**src/rtl/sitda_pkg.sv**
```systemverilog
`default_nettype none
// ----------------------------------------------------------------------------
// sitda_pkg
// Shared types and constants for the signed integer to decimal ASCII block.
// ----------------------------------------------------------------------------
package sitda_pkg;

    localparam int unsigned VALUE_W   = 32;
    localparam int unsigned CHAR_W    = 8;
    localparam int unsigned DECADES   = 10;           // 10^9 .. 10^0
    localparam int unsigned DECADE_W  = 4;
    localparam int unsigned DIGIT_W   = 4;
    localparam int unsigned SCALED_W  = 34;           // holds 9 * 10^9
    localparam int unsigned DIFF_W    = SCALED_W + 1; // sign bit on top

    localparam logic [CHAR_W-1:0]   CHAR_ZERO  = 8'd48; // '0'
    localparam logic [CHAR_W-1:0]   CHAR_MINUS = 8'd45; // '-'
    localparam logic [DECADE_W-1:0] TOP_DECADE = DECADE_W'(DECADES - 1);

    typedef logic [SCALED_W-1:0] scaled_row_t [DECADES];

    typedef enum logic [1:0] {
        ST_IDLE,
        ST_SIGN,
        ST_DIGIT
    } state_t;

    typedef struct packed {
        logic load;   // capture magnitude and sign
        logic sign;   // sign slot: emits '-' for negative values
        logic step;   // resolve one decimal digit
    } cmd_t;

    typedef struct packed {
        logic out_stall;    // output register full and not taken
        logic last_decade;  // working on the units digit
    } status_t;

    // d * 10^k for every decade k, evaluated at elaboration only
    function automatic scaled_row_t scaled_row(input int unsigned d);
        scaled_row_t  row;
        longint unsigned p;
        p = 64'd1;
        for (int unsigned k = 0; k < DECADES; k++) begin
            row[k] = SCALED_W'(p * d);
            p      = p * 64'd10;
        end
        return row;
    endfunction

endpackage
`default_nettype wire

```
**src/rtl/signed_int_to_decimal_ascii.sv**
```systemverilog
`default_nettype none
// ----------------------------------------------------------------------------
// signed_int_to_decimal_ascii
// Converts a signed 32-bit integer to its decimal ASCII text, MSD first.
//
//   Channel | Dir | Ports                      | Payload
//   --------+-----+----------------------------+------------------------------
//   s_      | in  | s_tvalid s_tready s_tdata  | value (32b signed)
//   m_      | out | m_tvalid m_tready m_tdata  | char_code (8b), is_last=tlast
//
// Each number passes through one load step, one sign slot and ten decade
// steps (10^9 down to 10^0), one digit resolved per decade by a bank
// of nine trial subtractors. Leading-zero decades produce no transaction.
// A full output register that is not taken holds the sequencer in place.
// aresetn is synchronous, active low; it clears the sequencer and out valid.
// ----------------------------------------------------------------------------
module signed_int_to_decimal_ascii (
    input  wire logic        aclk,
    input  wire logic        aresetn,
    input  wire logic        s_tvalid,
    output logic             s_tready,
    input  wire logic [31:0] s_tdata,   // [31:0] value
    output logic             m_tvalid,
    input  wire logic        m_tready,
    output logic [7:0]       m_tdata,   // [7:0] char_code
    output logic             m_tlast    // is_last
);

    // controller to datapath commands, datapath back to controller status
    sitda_pkg::cmd_t    cmd;
    sitda_pkg::status_t status;

    // sequencer: accepts a transaction only while idle
    sitda_ctrl u_ctrl (
        .aclk     (aclk),
        .aresetn  (aresetn),
        .s_tvalid (s_tvalid),
        .s_tready (s_tready),
        .status   (status),
        .cmd      (cmd)
    );

    // magnitude, digit extraction and the output register
    sitda_datapath u_datapath (
        .aclk     (aclk),
        .aresetn  (aresetn),
        .s_tdata  (s_tdata),
        .cmd      (cmd),
        .status   (status),
        .m_tvalid (m_tvalid),
        .m_tready (m_tready),
        .m_tdata  (m_tdata),
        .m_tlast  (m_tlast)
    );

endmodule
`default_nettype wire

```
**src/rtl/sitda_ctrl.sv**
```systemverilog
`default_nettype none
// ----------------------------------------------------------------------------
// sitda_ctrl
// Sequencer: load, sign slot, then one decade per cycle from 10^9 down while the output is not stalled.
// ----------------------------------------------------------------------------
module sitda_ctrl (
    input  wire logic               aclk,
    input  wire logic               aresetn,
    input  wire logic               s_tvalid,
    output logic                    s_tready,
    input  wire sitda_pkg::status_t status,
    output sitda_pkg::cmd_t         cmd
);

    sitda_pkg::state_t state_reg, state_next;

    always_ff @(posedge aclk) begin
        if (!aresetn) begin
            state_reg <= sitda_pkg::ST_IDLE;
        end else begin
            state_reg <= state_next;
        end
    end

    always_comb begin
        state_next = state_reg;
        unique case (state_reg)
            sitda_pkg::ST_IDLE: begin
                if (s_tvalid) begin
                    state_next = sitda_pkg::ST_SIGN;
                end
            end
            sitda_pkg::ST_SIGN: begin
                if (!status.out_stall) begin
                    state_next = sitda_pkg::ST_DIGIT;
                end
            end
            sitda_pkg::ST_DIGIT: begin
                if (!status.out_stall && status.last_decade) begin
                    state_next = sitda_pkg::ST_IDLE;
                end
            end
            default: state_next = sitda_pkg::ST_IDLE;
        endcase
    end

    always_comb begin
        s_tready = 1'b0;
        cmd      = '0;
        unique case (state_reg)
            sitda_pkg::ST_IDLE: begin
                s_tready = 1'b1;
                cmd.load = s_tvalid;
            end
            sitda_pkg::ST_SIGN: begin
                cmd.sign = !status.out_stall;
            end
            sitda_pkg::ST_DIGIT: begin
                cmd.step = !status.out_stall;
            end
            default: begin
                s_tready = 1'b0;
            end
        endcase
    end

endmodule
`default_nettype wire

```
**src/rtl/sitda_datapath.sv**
```systemverilog
`default_nettype none
// ----------------------------------------------------------------------------
// sitda_datapath
// Magnitude register, parallel d*10^k trial subtract, output register.
// ----------------------------------------------------------------------------
module sitda_datapath (
    input  wire logic                                  aclk,
    input  wire logic                                  aresetn,
    input  wire logic [sitda_pkg::VALUE_W-1:0]         s_tdata,
    input  wire sitda_pkg::cmd_t                       cmd,
    output sitda_pkg::status_t                         status,
    output logic                                       m_tvalid,
    input  wire logic                                  m_tready,
    output logic [sitda_pkg::CHAR_W-1:0]               m_tdata,
    output logic                                       m_tlast
);

    logic [sitda_pkg::VALUE_W-1:0]  mag_reg,     mag_next;
    logic                           neg_reg,     neg_next;
    logic [sitda_pkg::DECADE_W-1:0] decade_reg,  decade_next;
    logic                           started_reg, started_next;
    logic                           valid_reg,   valid_next;
    logic [sitda_pkg::CHAR_W-1:0]   char_reg,    char_next;
    logic                           last_reg,    last_next;

    logic [sitda_pkg::DIFF_W-1:0]   diff [1:9];
    logic [sitda_pkg::DIGIT_W-1:0]  digit;
    logic [sitda_pkg::VALUE_W-1:0]  remainder;
    logic                           emit_digit;

    // trial subtraction of every multiple of the current decade
    for (genvar d = 1; d <= 9; d++) begin : g_trial
        localparam sitda_pkg::scaled_row_t ROW = sitda_pkg::scaled_row(d);
        assign diff[d] = {(sitda_pkg::DIFF_W - sitda_pkg::VALUE_W)'(0), mag_reg}
                       - {1'b0, ROW[decade_reg]};
    end

    // largest multiple that still fits gives the digit
    always_comb begin
        digit     = '0;
        remainder = mag_reg;
        for (int d = 1; d <= 9; d++) begin
            if (!diff[d][sitda_pkg::DIFF_W-1]) begin
                digit     = sitda_pkg::DIGIT_W'(d);
                remainder = diff[d][sitda_pkg::VALUE_W-1:0];
            end
        end
    end

    assign emit_digit = (digit != '0) || started_reg || (decade_reg == '0);

    always_comb begin
        mag_next     = mag_reg;
        neg_next     = neg_reg;
        decade_next  = decade_reg;
        started_next = started_reg;
        valid_next   = valid_reg && !m_tready;
        char_next    = char_reg;
        last_next    = last_reg;

        if (cmd.load) begin
            neg_next     = s_tdata[sitda_pkg::VALUE_W-1];
            mag_next     = s_tdata[sitda_pkg::VALUE_W-1] ? (~s_tdata + 1'b1) : s_tdata;
            decade_next  = sitda_pkg::TOP_DECADE;
            started_next = 1'b0;
        end

        if (cmd.sign && neg_reg) begin
            valid_next = 1'b1;
            char_next  = sitda_pkg::CHAR_MINUS;
            last_next  = 1'b0;
        end

        if (cmd.step) begin
            mag_next    = remainder;
            decade_next = decade_reg - 1'b1;
            if (emit_digit) begin
                started_next = 1'b1;
                valid_next   = 1'b1;
                char_next    = sitda_pkg::CHAR_ZERO + sitda_pkg::CHAR_W'(digit);
                last_next    = (decade_reg == '0);
            end
        end
    end

    always_ff @(posedge aclk) begin
        if (!aresetn) begin
            valid_reg   <= 1'b0;
            started_reg <= 1'b0;
        end else begin
            valid_reg   <= valid_next;
            started_reg <= started_next;
        end
    end

    always_ff @(posedge aclk) begin
        mag_reg    <= mag_next;
        neg_reg    <= neg_next;
        decade_reg <= decade_next;
        char_reg   <= char_next;
        last_reg   <= last_next;
    end

    assign status.out_stall   = valid_reg && !m_tready;
    assign status.last_decade = (decade_reg == '0);

    assign m_tvalid = valid_reg;
    assign m_tdata  = char_reg;
    assign m_tlast  = last_reg;

endmodule
`default_nettype wire

```
**config.mk**
```make
export PLATFORM = sky130hd
export DESIGN_NAME = signed_int_to_decimal_ascii
export DESIGN_NICKNAME = d
export VERILOG_FILES = /design/src/rtl/sitda_pkg.sv /design/src/rtl/signed_int_to_decimal_ascii.sv /design/src/rtl/sitda_ctrl.sv /design/src/rtl/sitda_datapath.sv
export SDC_FILE = /design/constraint.sdc
export NUM_CORES = 1
export LEC_CHECK = 0
export ABC_AREA = 1
export BUFFER_PORTS_ARGS = -buffer_cell sky130_fd_sc_hd__buf_2
export CAP_MARGIN = 20
export CORE_MARGIN = 4
export CORE_UTILIZATION = 50
export DETAILED_ROUTE_END_ITERATION = 12
export PLACE_DENSITY_LB_ADDON = 0.15
export SYNTH_ARGS = -nofsm -noshare
export SYNTH_HDL_FRONTEND = slang
export SYNTH_SLANG_ARGS = --single-unit
```
**constraint.sdc**
```tcl
create_clock -name aclk -period 6.5 [get_ports aclk]
set_input_delay 1.3 -clock aclk [delete_from_list [all_inputs] [get_ports aclk]]
set_output_delay 1.3 -clock aclk [all_outputs]
set_load 0.02 [all_outputs]
```
==> results of run 1 <==
==> cells in the mapped netlist (8+ instances only) <==
| cell type | instances |
|---|---|
| inv_2 | 15 |
| buf_4 | 17 |
| xor2_1 | 140 |
| nor3_1 | 52 |
| dfxtp_1 | 13 |
| o221ai_1 | 8 |
| a21o_1 | 32 |
| clkbuf_1 | 30 |
| nor2_1 | 363 |
| ha_1 | 230 |
| buf_2 | 38 |
| o21ai_0 | 166 |
| o21a_1 | 15 |
| a21oi_1 | 391 |
| nand3_1 | 246 |
| o21bai_1 | 29 |
| xnor2_1 | 78 |
| or2_2 | 18 |
| nor4_1 | 10 |
| o21ai_1 | 54 |
| o211ai_1 | 17 |
| inv_1 | 354 |
| a21boi_0 | 17 |
| nand4_1 | 41 |
| nand2_1 | 1048 |
| edfxtp_1 | 37 |
| a31oi_1 | 30 |
==> path summary, 6_finish.rpt <==
check / startpoint / end / slack (ps) / cells after the start
worst max-delay path: u_datapath.decade_reg[0] / u_datapath.mag_reg[5] / 600 / 23
worst min-delay path: u_datapath.m_tdata[6] / u_datapath.m_tdata[6] / 450 / 2
worst max register to register: u_datapath.decade_reg[0] / u_datapath.mag_reg[5] / 600 / 23
worst min register to register: u_datapath.m_tdata[6] / u_datapath.m_tdata[6] / 450 / 2
==> kinds of logic after synthesis <==
group	synth area share [%]
and+or+nand+nor	37.5
AOI/OAI and AO/OA	22.6
buffers and inverters	9.24
adders and majority gates	14.6
xor gates and xnor gates	9.32
DFF	6.69
muxes	0.0488
==> critical path, stage by stage (launching register included) <==
cell and delay [ps]:
edfxtp_1 660, inv_1 260, ha_1 290, inv_1 90
nor2_1 110, nor2_1 800, ha_1 620, nand2_1 210
nor2_1 250, inv_1 100, nor3b_2 280, nand3_1 170
nand3_2 420, buf_4 330, mux2i_1 370, o21ai_1 120
nand2_1 90, nand2_1 80, o21ai_1 80, nand2_1 70
nand2_1 60, nand2_1 50, nand2_1 50, nand2_1 50
==> routing by layer <==
layer | track usage (%) | routed length, um | part of all wire, % | up-vias
li1 | - | - | - | 12177
met1 | 53.4 | 37100 | 36 | 12360
met2 | 70.3 | 44700 | 43 | 2107
met3 | 12.1 | 13900 | 14 | 441
met4 | 24.5 | 7250 | 7.0 | 6
met5 | 0 | 40 | 0.039 | -
==> cell type report <==
type	count	area, um2	share of cell area (%)
Multi-Input combinational cell	3099	17200	80.4
Inverter	373	1400	6.54
Sequential cell	50	1370	6.40
Tap cell	525	657	3.06
Timing Repair Buffer	96	616	2.87
Clock buffer	7	154	0.718
Clock inverter	1	8.76	0.0408
==> metrics by stage <==
step	hold slack [ps]	cell area, um2	setup WS (ps)	utilization (%)
floorplan	455	20500	1820	-
global placement	423	21300	1010	53.1
detailed placement	435	21300	882	53.1
CTS	447	21400	849	53.5
global route	461	21400	465	53.5
finish	448	21400	599	53.5
==> power breakdown <==
part | switching (mW) | internal (mW)
Combinational | 2.96 | 1.33
Sequential | 0.146 | 0.408
Clock | 0.155 | 0.168
Total | 3.26 | 1.91
==> results_dict.tcl, run 1 <==
set metrics [dict create \
    cts_repair_resize_count 0 \
    grt_use_total_pct 43.9 \
    largest_net_degree_at_the_start_of_global_routing 51 \
    cp_max_fo 18 \
    p_per_area_nw_per_um2 241 \
    dieArea_um2 44300 \
    grt_pass1_vias 25382 \
    route.antenna.remaining_nets 0 \
    rsz_0062_raised_after_global_routing "no" \
    antenna_found_initial 4 \
    number_of_enable_type_register_cells_in_the_synthesized_netlist 37 \
    netlist_area_um2 20500 \
    synth.area.top_cells "nand2_1 19%, ha_1 14%, a21oi_1 9.5%" \
    cell_type_contributing_the_most_total_cell_area_after_synthesis "nand2_1" \
    initial_utilization_pct 51.1 \
    ys_async_sr_fraction_pct 0 \
    globalRoute.totalOverflow 0 \
    yosys_warnings 0 \
    fin_cells 4151 \
    grt_first_pass_wirelength_um 150000 \
    postSynthRegisterBits 50 \
    critPathRequiredTime_ps 6580 \
    fill_cells 4180 \
    floorplan.die.width_um 210 \
    postCtsSetupRepairBufs 0 \
    wirelength_um 103000 \
    worstMarginPinSlew_ps 1110 \
    leakage_dissipation_nw 10.4 \
    die_height_um 210 \
    root_buffer "clkbuf_16" \
    clock_transition_at_the_registers_of_the_reported_paths_ps 80 \
    end_kind "flip-flop" \
    largest_reg_flops 32 \
    placeableCoreArea_um2 40100 \
    netlist.area_leader.share_pct 19.2 \
    fin_crit_sh_pct 90.8 \
    cts_tree "yes" \
    cts_inserted_buffers 5 \
    ir_drop_uv 129 \
    drc_violations_left 0 \
    initialDrtViolationCount 3572 \
    max_slew_margin_pct 25.4 \
    rows 73 \
    postSynthNetCount 3887 \
    post_synth_num_cell_types 68 \
    growth_of_design_area_from_synthesis_to_finish_pct 4.63 \
    port-buffer-count 46 \
    period_needed_ps 5900 \
    dp_hpwl_um 84700 \
    layout-drive-gt1-share_pct 5.32 \
    post_synth_inst_count 3615 \
    postSynthAreaPerCell_um2 5.67 \
    worst-endpoint-arrival_ps 5990 \
    drt_pass1_iterations 7 \
    total_power_mw 5.17 \
    drv_cap 0 \
    clock_tree.htree_level_count 2 \
    fin_worst_skew_ps 13.2 \
    setup.worst_path.start_class "flip-flop" \
    timing.setup.critical_path_class "flip-flop to flip-flop" \
    cts_hold_repair.buffers 0 \
    dp.cells 4143 \
    hold_class "flip-flop to flip-flop" \
    num_vias 27091 \
    layout.cells.most_common "nand2_1" \
    fmax_mhz 169 \
    gp_congestion 1.19 \
    seq_area_frac_synth_pct 6.69 \
    setup_total_negative_slack_ps 0 \
    cts.sink_count 50 \
    most_frequent_cells_in_the_layout "1,048 x nand2_1, 391 x a21oi_1, 363 x nor2_1" \
    synth_ff_type "edfxtp_1" \
    cts-root-to-sink-buffers 2 \
    finalHoldViolations 0 \
    avgRoutedWirePerCell_um 24.8 \
    io-pin-count 47 \
    clk_latency_worst_skew_pair_ps 330 \
    final_max_slew_viol_count 0 \
    setup_violations 0 \
    layout.nets 3897 \
    antenna_cells 0 \
    routed_via_density 6.53 \
    run_status "finished clean" \
]
No activity file was read; power rests on OpenSTA's default activity.
==> run 2, diff against run 1 <==
--- a/config.mk
+++ b/config.mk
@@ -9,7 +9,7 @@
 export BUFFER_PORTS_ARGS = -buffer_cell sky130_fd_sc_hd__buf_2
 export CAP_MARGIN = 20
 export CORE_MARGIN = 4
-export CORE_UTILIZATION = 50
+export CORE_UTILIZATION = 35
 export DETAILED_ROUTE_END_ITERATION = 12
 export PLACE_DENSITY_LB_ADDON = 0.15
 export SYNTH_ARGS = -nofsm -noshare
==> run 2 against run 1 <==
Total power is 0.36% lower. Critical path type unchanged. First-iteration DRC count down 28%. Largest power group unchanged. Non-clock buffer count is 1 higher. Largest cell class unchanged.
==> results_dict.tcl, run 2 (same netlist as run 1, synthesis figures left out) <==
set metrics [dict create \
    layout-drive-gt1-share_pct 5.38 \
    cts_hold_repair.buffers 0 \
    cts_tree "yes" \
    finalHoldViolations 0 \
    drc_violations_left 0 \
    fin_crit_sh_pct 93.9 \
    initial_utilization_pct 35.5 \
    io-pin-count 47 \
    largest_reg_flops 32 \
    cts-root-to-sink-buffers 2 \
    cp_max_fo 29 \
    clock_transition_at_the_registers_of_the_reported_paths_ps 80 \
    placed_cell_area_um2 21600 \
    initialDrtViolationCount 2567 \
    grt_use_total_pct 32.2 \
    worstMarginPinSlew_ps 1060 \
    root_buffer "clkbuf_16" \
    clk_latency_worst_skew_pair_ps 310 \
    critPathRequiredTime_ps 6510 \
    globalRoute.totalOverflow 0 \
    gp_congestion 1.05 \
    final_max_slew_viol_count 0 \
    worst_r2r_startpoint "u_datapath.decade_reg[2]" \
    placeableCoreArea_um2 57800 \
    grt_first_pass_wirelength_um 153000 \
    run_status "finished clean" \
    timing.setup.critical_path_class "flip-flop to flip-flop" \
    hold_class "flip-flop to flip-flop" \
    drv_cap 0 \
    dieArea_um2 62500 \
    most_frequent_cells_in_the_layout "1,048 x nand2_1, 391 x a21oi_1, 362 x nor2_1" \
    max_slew_margin_pct 28.7 \
    clock_tree.htree_level_count 2 \
    antenna_found_initial 2 \
    cts_inserted_buffers 5 \
    hold_path.startpoint "u_datapath.m_tdata[6]" \
    avgRoutedWirePerCell_um 24.1 \
    cts.sink_count 50 \
    fin_area_um2 21800 \
    period_needed_ps 6100 \
    floorplan.die.width_um 250 \
    port-buffer-count 46 \
    fin_worst_skew_ps 10.5 \
    leakage_dissipation_nw 10.4 \
    largest_net_degree_at_the_start_of_global_routing 44 \
    setup_violations 0 \
    route.antenna.remaining_nets 0 \
    finalCoreUtilization_pct 37.6 \
    worst-endpoint-arrival_ps 6120 \
    grt_pass1_vias 24419 \
    layout.nets 3898 \
    rsz_0062_raised_after_global_routing "no" \
    fill_cells 6757 \
    num_vias 25170 \
    layout.cells.most_common "nand2_1" \
    ff_latch_area_um2 1370 \
    setup.worst_path.start_class "flip-flop" \
    dp_hpwl_um 89800 \
    die_height_um 250 \
    drt_pass1_iterations 7 \
    routed_via_density 5.73 \
    ir_drop_uv 118 \
    rows 88 \
    p_per_area_nw_per_um2 237 \
    end_kind "flip-flop" \
    fmax_mhz 164 \
    growth_of_design_area_from_synthesis_to_finish_pct 6.14 \
    wirelength_um 106000 \
    critical_path.startpoint "u_datapath.decade_reg[2]" \
    setup_total_negative_slack_ps 0 \
    multi_input_area_um2 17200 \
]
[run 2: routing by layer]
metal | vias to the layer above | global-route usage, % | part of all wire, %
li1 | 12175 | - | -
met1 | 11700 | 42.6 | 42
met2 | 1085 | 52.0 | 44
met3 | 210 | 4.62 | 8.4
met4 | 0 | 14.6 | 5.2
met5 | - | 0 | 0
[run 2: area by class of cell]
class | count | area share, %
multi-input combinational | 3099 | 79.2
inverter | 373 | 6.45
sequential | 50 | 6.30
tap | 765 | 4.40
timing repair buffer | 97 | 2.82
clock buffer | 6 | 0.690
clock inverter | 2 | 0.0575
antenna | 3 | 0.0345
[run 2: timing repair]
item | 4_1_cts | 5_1_grt
resized for setup | 0 | 1
setup endpoints to repair | 0 | 29
buffers inserted | 0 | 0
[run 2: report_power, final]
group | switching, mW | total [mW] | internal, mW | leakage (nW)
registers | 0.133 | 0.541 | 0.408 | 0.462
clock network | 0.141 | 0.308 | 0.167 | 0.0801
logic | 2.97 | 4.30 | 1.33 | 9.84
total | 3.24 | 5.15 | 1.91 | 10.4
[run 2: final timing paths]
check / to / slack [ps] / cells past startpoint
worst max-delay path: u_datapath.mag_reg[19] / 400 / 24
worst min-delay path: u_datapath.m_tdata[6] / 440 / 2
worst max register to register: u_datapath.mag_reg[19] / 400 / 24
worst min register to register: u_datapath.m_tdata[6] / 440 / 2
[run 2: through the flow]
step	hold slack [ps]	cells	total power, mW	setup WS [ps]
after floorplan	455	3615	3.32	1820
after global placement	433	4384	4.73	278
after detailed placement	435	4384	4.69	351
after CTS	448	4392	5.01	313
after global routing	480	4392	5.53	136
final	445	4395	5.15	396
[run 2: worst max-delay path: stages, from the launching register on]
cell,delay (ps)
edfxtp_1,430
buf_4,240
nor2_1,610
inv_1,160
nor2_2,450
ha_1,490
fa_1,370
inv_2,130
nand3_1,90
nand2_1,200
a21oi_1,390
o21bai_2,120
nand2_1,140
o21ai_2,90
nand2_1,90
nand2_2,90
nand2_2,110
nand3_2,100
nand2_4,300
inv_4,220
nor2_2,320
nand3_1,130
nand2_1,170
inv_1,60
buf_4,260
